### config.mk
export PLATFORM = sky130hd
export DESIGN_NAME = paged_memory_mapper_flat
export DESIGN_NICKNAME = d
export VERILOG_FILES = /design/src/sv/pmm_pkg.sv /design/src/sv/pmm_channels.sv /design/src/sv/pmm_regs.sv /design/src/sv/pmm_decode.sv /design/src/sv/paged_memory_mapper.sv /design/src/flat_wrapper.sv
export SDC_FILE = /design/constraint.sdc
export NUM_CORES = 1
export LEC_CHECK = 0
export BUFFER_PORTS_ARGS = -buffer_cell sky130_fd_sc_hd__buf_2
export CAP_MARGIN = 25
export CORE_UTILIZATION = 35
export DETAILED_ROUTE_END_ITERATION = 7
export PLACE_DENSITY = 0.59
export SYNTH_ARGS = -nofsm -noshare
export SYNTH_HDL_FRONTEND = slang
export SYNTH_SLANG_ARGS = --single-unit
### constraint.sdc
create_clock -name clock -period 3 [get_ports clock]
set_clock_uncertainty 0.15 [all_clocks]
set_input_delay 0.15 -clock clock [delete_from_list [all_inputs] [get_ports clock]]
set_output_delay 0.15 -clock clock [all_outputs]
set_load 0.02 [all_outputs]
### src/sv/pmm_pkg.sv
package pmm_pkg;

   typedef enum logic [1:0] {
      OP_MEM_RD = 2'd0,
      OP_MEM_WR = 2'd1,
      OP_IO_RD  = 2'd2,
      OP_IO_WR  = 2'd3
   } op_type;

   typedef enum logic [2:0] {
      RGN_RAM    = 3'd0,
      RGN_VRAM   = 3'd1,
      RGN_BACKUP = 3'd2,
      RGN_BOOT   = 3'd3,
      RGN_FONT   = 3'd4,
      RGN_EXP    = 3'd5,
      RGN_NONE   = 3'd6
   } region_type;

   typedef enum logic [1:0] {
      PC_NONE,
      PC_PAGE,
      PC_SELECT
   } pclass_type;

   localparam logic [15:0] PORT_INDEX = 16'h00ee;
   localparam logic [15:0] PORT_DATA  = 16'h00ef;
   localparam logic [7:0]  IDX_FRAME  = 8'd50;
   localparam logic [7:0]  IDX_CONFIG = 8'd51;
   localparam logic [7:0]  RD_UNMAPPED = 8'hff;

   typedef struct packed {
      op_type      op;
      logic [19:0] address;
      logic [7:0]  write_data;
   } req_type;

   typedef struct packed {
      region_type  region;
      logic [19:0] offset;
      logic        write_enable;
      logic [7:0]  io_read_data;
   } rsp_type;

   typedef struct packed {
      logic [7:0]      index;
      logic [3:0]      frame_sel;
      logic [4:0]      config_bits;
      logic [3:0][7:0] page;
      logic [3:0]      window_sel;
      logic [4:0]      font_bank;
   } state_type;

   // Page and window-select ports sit at one of seven bases, chosen by the
   // frame select nibble; bits 15..14 of the port pick the page.
   function automatic pclass_type port_class(input logic [15:0] port,
                                             input logic [3:0] frame_sel);
      logic [3:0] mid;
      logic       base;
      mid  = port[7:4];
      base = mid inside {4'h0, 4'h1, 4'h5, 4'h6, 4'ha, 4'hb, 4'he};
      if (port[13:8] != 6'h02 || port[3:1] != 3'b100 || !base || mid != frame_sel) begin
         return PC_NONE;
      end
      return port[0] ? PC_SELECT : PC_PAGE;
   endfunction

endpackage

### src/sv/pmm_channels.sv
interface pmm_req_if;
   logic        valid;
   logic        ready;
   logic [1:0]  opcode;
   logic [19:0] address;
   logic [7:0]  write_data;

   modport source (output valid, opcode, address, write_data, input ready);
   modport sink   (input valid, opcode, address, write_data, output ready);
endinterface

interface pmm_rsp_if;
   logic        valid;
   logic        ready;
   logic [2:0]  target_region;
   logic [19:0] target_offset;
   logic        write_enable;
   logic [7:0]  io_read_data;

   modport source (output valid, target_region, target_offset, write_enable, io_read_data,
                   input ready);
   modport sink   (input valid, target_region, target_offset, write_enable, io_read_data,
                   output ready);
endinterface

### src/sv/pmm_regs.sv
module pmm_regs
   import pmm_pkg::*;
(
   input  logic      clock,
   input  logic      reset,
   input  logic      apply,
   input  req_type   req,
   output state_type state
);

   state_type  state_ff, state_in;
   logic [15:0] port;
   logic [1:0]  sel;
   pclass_type  cls;

   assign port = req.address[15:0];
   assign sel  = port[15:14];
   assign cls  = port_class(port, state_ff.frame_sel);

   always_comb begin
      state_in = state_ff;
      if (apply) begin
         case (req.op)
            OP_MEM_WR: begin
               // E-segment write selects the font bank
               if (req.address[19:16] == 4'he) begin
                  state_in.font_bank = {req.write_data[7], req.write_data[3:0]};
               end
            end
            OP_IO_WR: begin
               if (port == PORT_INDEX) begin
                  state_in.index = req.write_data;
               end else if (port == PORT_DATA) begin
                  if (state_ff.index == IDX_FRAME) begin
                     state_in.frame_sel = req.write_data[3:0];
                  end else if (state_ff.index == IDX_CONFIG) begin
                     state_in.config_bits = req.write_data[4:0];
                  end
               end else if (cls == PC_PAGE) begin
                  state_in.page[sel] = req.write_data;
               end else if (cls == PC_SELECT) begin
                  state_in.window_sel[sel] = req.write_data[7];
               end
            end
            default: begin
            end
         endcase
      end
   end

   always_ff @(posedge clock) begin
      if (reset) begin
         state_ff.index       <= '0;
         state_ff.frame_sel   <= '0;
         state_ff.config_bits <= 5'd2;
         state_ff.page        <= '0;
         state_ff.window_sel  <= 4'd3;
         state_ff.font_bank   <= '0;
      end else begin
         state_ff <= state_in;
      end
   end

   assign state = state_ff;

endmodule

### src/sv/pmm_decode.sv
module pmm_decode
   import pmm_pkg::*;
#(
   parameter int unsigned EXP_PAGES = 56
)(
   input  req_type   req,
   input  state_type state,
   output rsp_type   rsp
);

   localparam logic [7:0] EXP_LIMIT = 8'(EXP_PAGES);

   logic [19:0] a;
   logic        wr;
   logic [1:0]  slot;
   logic [3:0]  slot_ext;
   logic [7:0]  pg;
   logic        page_ok;
   logic        win_hit;
   logic [15:0] port;
   pclass_type  cls;

   assign a        = req.address;
   assign wr       = req.op == OP_MEM_WR;
   assign slot     = a[15:14];
   assign slot_ext = {2'b00, slot};
   assign pg       = state.page[slot];
   assign page_ok  = pg[7] && ({1'b0, pg[6:0]} < EXP_LIMIT);
   // Page 0 always lands in D; others move to C while the select value is below them
   assign win_hit  = (a[19:17] == 3'b110) && page_ok &&
                     (a[16] ? (slot == 2'd0 || state.window_sel >= slot_ext)
                            : (slot != 2'd0 && state.window_sel < slot_ext));
   assign port     = a[15:0];
   assign cls      = port_class(port, state.frame_sel);

   always_comb begin
      rsp.region       = RGN_NONE;
      rsp.offset       = '0;
      rsp.write_enable = 1'b0;
      rsp.io_read_data = '0;
      case (req.op)
         OP_MEM_RD, OP_MEM_WR: begin
            if (wr && a[19:16] == 4'he) begin
               // font bank select, nothing stored
            end else if (a < 20'ha0000) begin
               rsp.region = RGN_RAM;
               rsp.offset = a;
            end else if (a[19:15] == 5'b10111) begin
               rsp.region = RGN_VRAM;
               rsp.offset = {5'b0, a[14:0]};
            end else if (win_hit) begin
               rsp.region = RGN_EXP;
               rsp.offset = {pg[5:0], a[13:0]};
            end else if (a[19:16] == 4'he) begin
               if (state.font_bank[4]) begin
                  rsp.region = RGN_FONT;
                  rsp.offset = {state.font_bank[3:0], a[15:0]};
               end
            end else if (a[19:11] == 9'h1e0) begin
               rsp.region = RGN_BACKUP;
               rsp.offset = {9'b0, a[10:0]};
            end else if (a[19:15] == 5'b11111 && !wr) begin
               rsp.region = RGN_BOOT;
               rsp.offset = {5'b0, a[14:0]};
            end
            if (wr) begin
               if (rsp.region == RGN_FONT) begin
                  rsp.region = RGN_NONE;
                  rsp.offset = '0;
               end
               rsp.write_enable = rsp.region != RGN_NONE;
            end
         end
         OP_IO_RD: begin
            rsp.io_read_data = RD_UNMAPPED;
            if (port == PORT_DATA) begin
               if (state.index == IDX_FRAME) begin
                  rsp.io_read_data = {4'h8, state.frame_sel};
               end else if (state.index == IDX_CONFIG) begin
                  rsp.io_read_data = {state.window_sel[2:0], state.config_bits};
               end
            end else if (cls == PC_PAGE) begin
               rsp.io_read_data = state.page[port[15:14]];
            end
         end
         default: begin
         end
      endcase
   end

endmodule

### src/sv/paged_memory_mapper.sv
// Paged memory and I/O mapper for a 20-bit bus. Each request (memory read,
// memory write, I/O read, I/O write) gives exactly one response naming the
// target region and byte offset, a write enable, and I/O read data. One
// request is taken every clock unless the response side holds back ready.
// Each request waits in the input register, passes through a single decode
// pass, and is offered from the response register.
// Mapper registers (index/data pair,
// page registers, window-select bits, font bank) update in request order as
// each request leaves the input register. No clearing pass after reset.
module paged_memory_mapper
   import pmm_pkg::*;
#(
   parameter int unsigned EXP_PAGES = 56
)(
   input  logic        clock,
   input  logic        reset,
   pmm_req_if.sink     req_ch,
   pmm_rsp_if.source   rsp_ch
);

   logic      s1_valid_ff, s1_valid_in;
   req_type   s1_req_ff;
   logic      out_valid_ff, out_valid_in;
   rsp_type   out_rsp_ff;
   rsp_type   dec_rsp;
   state_type state;
   logic      advance;
   logic      req_fire;

   // Move the held request into the response register when that slot frees up
   assign advance      = s1_valid_ff && (!out_valid_ff || rsp_ch.ready);
   assign req_ch.ready = !s1_valid_ff || advance;
   assign req_fire     = req_ch.valid && req_ch.ready;

   always_comb begin
      s1_valid_in = s1_valid_ff;
      if (req_fire) begin
         s1_valid_in = 1'b1;
      end else if (advance) begin
         s1_valid_in = 1'b0;
      end
      out_valid_in = out_valid_ff;
      if (advance) begin
         out_valid_in = 1'b1;
      end else if (rsp_ch.ready) begin
         out_valid_in = 1'b0;
      end
   end

   always_ff @(posedge clock) begin
      if (reset) begin
         s1_valid_ff  <= 1'b0;
         out_valid_ff <= 1'b0;
      end else begin
         s1_valid_ff  <= s1_valid_in;
         out_valid_ff <= out_valid_in;
      end
      // hold payloads unless a new request or decoded response lands
      if (req_fire) begin
         s1_req_ff.op         <= op_type'(req_ch.opcode);
         s1_req_ff.address    <= req_ch.address;
         s1_req_ff.write_data <= req_ch.write_data;
      end
      if (advance) begin
         out_rsp_ff <= dec_rsp;
      end
   end

   // Mapper state: decode sees the state before this request's own update
   pmm_regs u_regs (
      .clock (clock),
      .reset (reset),
      .apply (advance),
      .req   (s1_req_ff),
      .state (state)
   );

   pmm_decode #(
      .EXP_PAGES (EXP_PAGES)
   ) u_decode (
      .req   (s1_req_ff),
      .state (state),
      .rsp   (dec_rsp)
   );

   assign rsp_ch.valid         = out_valid_ff;
   assign rsp_ch.target_region = 3'(out_rsp_ff.region);
   assign rsp_ch.target_offset = out_rsp_ff.offset;
   assign rsp_ch.write_enable  = out_rsp_ff.write_enable;
   assign rsp_ch.io_read_data  = out_rsp_ff.io_read_data;

`ifndef SYNTHESIS
   a_advance_fills: assert property (@(posedge clock) disable iff (reset)
      advance |=> out_valid_ff)
      else $error("decoded request did not reach the response register");

   a_no_overrun: assert property (@(posedge clock) disable iff (reset)
      (s1_valid_ff && !advance) |-> !req_ch.ready)
      else $error("input register overwritten while full");

   a_we_region: assert property (@(posedge clock) disable iff (reset)
      (out_valid_ff && out_rsp_ff.write_enable) |->
      (out_rsp_ff.region == RGN_RAM || out_rsp_ff.region == RGN_VRAM ||
       out_rsp_ff.region == RGN_BACKUP || out_rsp_ff.region == RGN_EXP))
      else $error("write enabled into a read-only or unmapped region");

   a_none_zero: assert property (@(posedge clock) disable iff (reset)
      (out_valid_ff && out_rsp_ff.region == RGN_NONE) |-> (out_rsp_ff.offset == '0))
      else $error("unmapped response carries an offset");

   a_io_data_only_io: assert property (@(posedge clock) disable iff (reset)
      (out_valid_ff && out_rsp_ff.io_read_data != '0) |->
      (out_rsp_ff.region == RGN_NONE && !out_rsp_ff.write_enable))
      else $error("I/O read data on a memory response");
`endif

endmodule
### src/flat_wrapper.sv
// flat-port wrapper written by rule: the top's interface ports become plain ports
module paged_memory_mapper_flat import pmm_pkg::*;
#(
   parameter int unsigned EXP_PAGES = 56
)
  (clock, reset, req_ch_valid, req_ch_opcode, req_ch_address, req_ch_write_data, req_ch_ready, rsp_ch_valid, rsp_ch_target_region, rsp_ch_target_offset, rsp_ch_write_enable, rsp_ch_io_read_data, rsp_ch_ready);
  pmm_req_if req_ch_i ();
  pmm_rsp_if rsp_ch_i ();
  input  logic clock;
  input  logic reset;
  input wire logic [$bits(req_ch_i.valid)-1:0] req_ch_valid;
  input wire logic [$bits(req_ch_i.opcode)-1:0] req_ch_opcode;
  input wire logic [$bits(req_ch_i.address)-1:0] req_ch_address;
  input wire logic [$bits(req_ch_i.write_data)-1:0] req_ch_write_data;
  output wire logic [$bits(req_ch_i.ready)-1:0] req_ch_ready;
  output wire logic [$bits(rsp_ch_i.valid)-1:0] rsp_ch_valid;
  output wire logic [$bits(rsp_ch_i.target_region)-1:0] rsp_ch_target_region;
  output wire logic [$bits(rsp_ch_i.target_offset)-1:0] rsp_ch_target_offset;
  output wire logic [$bits(rsp_ch_i.write_enable)-1:0] rsp_ch_write_enable;
  output wire logic [$bits(rsp_ch_i.io_read_data)-1:0] rsp_ch_io_read_data;
  input wire logic [$bits(rsp_ch_i.ready)-1:0] rsp_ch_ready;
  assign req_ch_i.valid = req_ch_valid;
  assign req_ch_i.opcode = req_ch_opcode;
  assign req_ch_i.address = req_ch_address;
  assign req_ch_i.write_data = req_ch_write_data;
  assign req_ch_ready = req_ch_i.ready;
  assign rsp_ch_valid = rsp_ch_i.valid;
  assign rsp_ch_target_region = rsp_ch_i.target_region;
  assign rsp_ch_target_offset = rsp_ch_i.target_offset;
  assign rsp_ch_write_enable = rsp_ch_i.write_enable;
  assign rsp_ch_io_read_data = rsp_ch_i.io_read_data;
  assign rsp_ch_i.ready = rsp_ch_ready;
  paged_memory_mapper #(.EXP_PAGES(EXP_PAGES)) u_core (.clock(clock), .reset(reset), .req_ch(req_ch_i), .rsp_ch(rsp_ch_i));
endmodule
==> results.toml <==
[finish]
regArea_sq_mm = 0.00306
multi_input_area_sq_mm = 0.00229
fillers = 1405
final_nets = 649
syn2layout_area_growth_pct = 26.8
layout-drive-gt1-share = 0.230
fin_area_sq_mm = 0.00707

[setup_path]
slowest_stage = "a211oi_1"
worst-path-max-fanout = 8
slowest_delay_ns = 0.72
crit_buf_inv = 1
crit_arrival_ns = 2.79
critPathCaptureType = "register"
cp_top_family = "compound AO/OA/AOI/OAI gates"
worst_setup_path_start_kind = "register"
critical_path_class = "reg -> reg"
crit_path_cell_trace = "ha_1 > nand2b_1 > a21oi_1 > a2111oi_4 > a211oi_1 > buf_2 > nor2_1"
required_ns = 3.02

[synth]
ys_top_cells_by_count = "62 x edfxtp_1, 60 x dfxtp_1, 48 x nor2_1"
yosysWarnings = 0
synthCells = 520
synth_top_area_cell = "edfxtp_1"
syn_avg_cell_area_sq_um = 10.7
synth_edf_count = 62
syn_nets = 556
synth.most_common_cell = "edfxtp_1"
async_reset_ff_frac = 0
ys_ff_latch = 122
ys.flop_type = "edfxtp_1"
synthTopCellsByArea = "edfxtp_1 33%, dfxtp_1 22%, mux2i_1 5.2%"
synthesis.area_sq_mm = 0.00557
synth.distinct_cells = 59
yosysSeqAreaShare = 0.549
synth.top_cell.area_share = 0.334

[route]
antenna_left = 0
wl_per_cell_um = 18.4
first_iter_violations = 415
num_vias = 4517
dr.pass1.iters = 5
routed_wl_um = 15400
drc_errors = 0
viasPerCell = 5.39

[placement]
dp_hpwl_um = 10600
dpl_cell_area_sq_mm = 0.00614
place_congestion = 0.846
port_buffers = 67
pre_cts_slack_ns = 0.228

[grt]
antenna_found_initial = 0
grt_usage = 0.193
grt_max_degree = 52
grt_pass1_vias = 4375
grt_pass1_wl_um = 23500
overflow = 0

[floorplan]
ioPinCount = 68
die_h_um = 128
initial_utilization = 0.363
core_sq_mm = 0.0154
dieArea_sq_mm = 0.0164
fp-row-count = 45
die_w_um = 128

[clock_tree]
postCtsSetupBuffers = 0
cts-resized-gates = 0
clockBufferDepth = 2
tritoncts = "yes"
htree_levels = 4
numCtsBuffers = 17
clock_latency_ns = 0.42
ctsRootBufferMaster = "clkbuf_16"
cts_sinks = 122
clk_pin_slew_worst_paths_ns = 0.06

[timing]
setup_violations = 0
fin_tns_setup_ns = 0
slew_headroom = 0.435
period_share = 0.925
worst_slack_ns = 0.224
final-hold-violation-count = 0
fin_crit_ns = 2.78
rsz0062_at_grt = "no"
final_max_slew_viol_count = 0
clock.fmax_mhz = 360
worst_hold_slack_ns = 0.148
worst_slew_pin_slew_ns = 0.842

[pwr]
ir_drop_uv = 415
leakagePower_nw = 2.53
power.density_mw_per_mm2 = 586

[min_path]
hp-class = "in -> reg"

[job]
drv_cap = 0

[status]
status = "completed"
-- layout make-up --
class / instances / share of cell area
tap: 211 / 0.0374
timing repair buffer: 119 / 0.114
inverter: 11 / 0.00584
sequential: 122 / 0.433
antenna: 1 / 0.000354
clock buffer: 29 / 0.0827
multi-input combinational: 342 / 0.324
clock inverter: 3 / 0.00248
-- power by group --
part	leakage (nW)	switching (mW)	internal, mW	total [mW]
logic	1.14	0.157	0.107	0.264
registers	1.09	0.0492	1.81	1.86
clock network	0.300	0.705	1.32	2.02
total	2.53	0.911	3.23	4.14
-- state kept, by name, indices dropped and copies added, names as in the netlist --
name and count:
u_core.u_regs.state 58, u_core.s1_req_ff 30, u_core.rsp_ch.target_offset 20, u_core.rsp_ch.io_read_data 8
u_core.rsp_ch.target_region 3, u_core.rsp_ch.valid 1, u_core.rsp_ch.write_enable 1, u_core.s1_valid_ff 1
-- worst register-to-register path, delay by kind of cell (launching register included) --
family	cells	cell delay (ns)
AOI/OAI and AO/OA	3	1.10
adders and majority gates	1	0.31
buffers and inverters	1	0.30
DFF	1	0.47
and+or+nand+nor	2	0.21
-- worst paths after layout --
check | from | endpoint | slack, ns | depth (start not counted)
max | u_core.s1_req_ff[22] | u_core.rsp_ch.target_offset[1] | 0.22 | 7
min | reset | u_core.u_regs.state[6] | 0.15 | 3
max reg2reg | u_core.s1_req_ff[22] | u_core.rsp_ch.target_offset[1] | 0.22 | 7
min reg2reg | u_core.u_regs.state[14] | u_core.u_regs.state[14] | 0.32 | 2
-- layout by cell type (no fill, tap or decap), types with 7 or more instances in the layout --
cell type and n:
a21oi_1 46, buf_2 68, buf_4 19, clkbuf_16 20
dfxtp_1 60, dlygate4sd3_1 32, edfxtp_1 62, inv_1 10
mux2i_1 29, mux4_2 8, nand2_1 42, nand2b_1 7
nand3_1 12, nand4_1 34, nor2_1 47, o21a_1 9
o31ai_1 27
-- cells by family (layout without fill, tap and decap cells) --
kind of cell | Yosys count | count (layout) | synth area share
simple gates | 188 | 188 | 0.183
flops | 122 | 122 | 0.549
compound gates | 114 | 114 | 0.136
buf+inv | 56 | 162 | 0.0415
mux | 37 | 37 | 0.0844
fa+ha+maj | 2 | 2 | 0.00449
xor+xnor | 1 | 1 | 0.00157
other cells | 0 | 1 | 0
-- metrics by stage --
| stage | power, mW | utilization | std cells |
|---|---|---|---|
| 6_report | 4.14 | 0.460 | 838 |
| 4_1_cts | 4.17 | 0.460 | 837 |
| 3_5_place_dp | 2.12 | 0.400 | 773 |
| 2_1_floorplan | 2.02 | - | 520 |
| 3_3_place_gp | 2.12 | 0.399 | 772 |
| 5_1_grt | 4.26 | 0.460 | 837 |
-- layer usage --
layer	part of all wire	routed length [um]	global-route usage	vias to the layer above
met5	0	0	0	-
met4	0.019	290	0.0803	0
met3	0.080	1230	0.0643	25
met2	0.47	7270	0.303	166
met1	0.43	6620	0.244	2192
li1	-	-	-	2134
-- timing repair --
item | 4_1_cts | 5_1_grt
hold endpoints to repair | 32 | 0
hold buffers | 32 | 0
endpoints found under the setup margin | 0 | 0
Note: power is estimated with default switching activity, not from simulation.
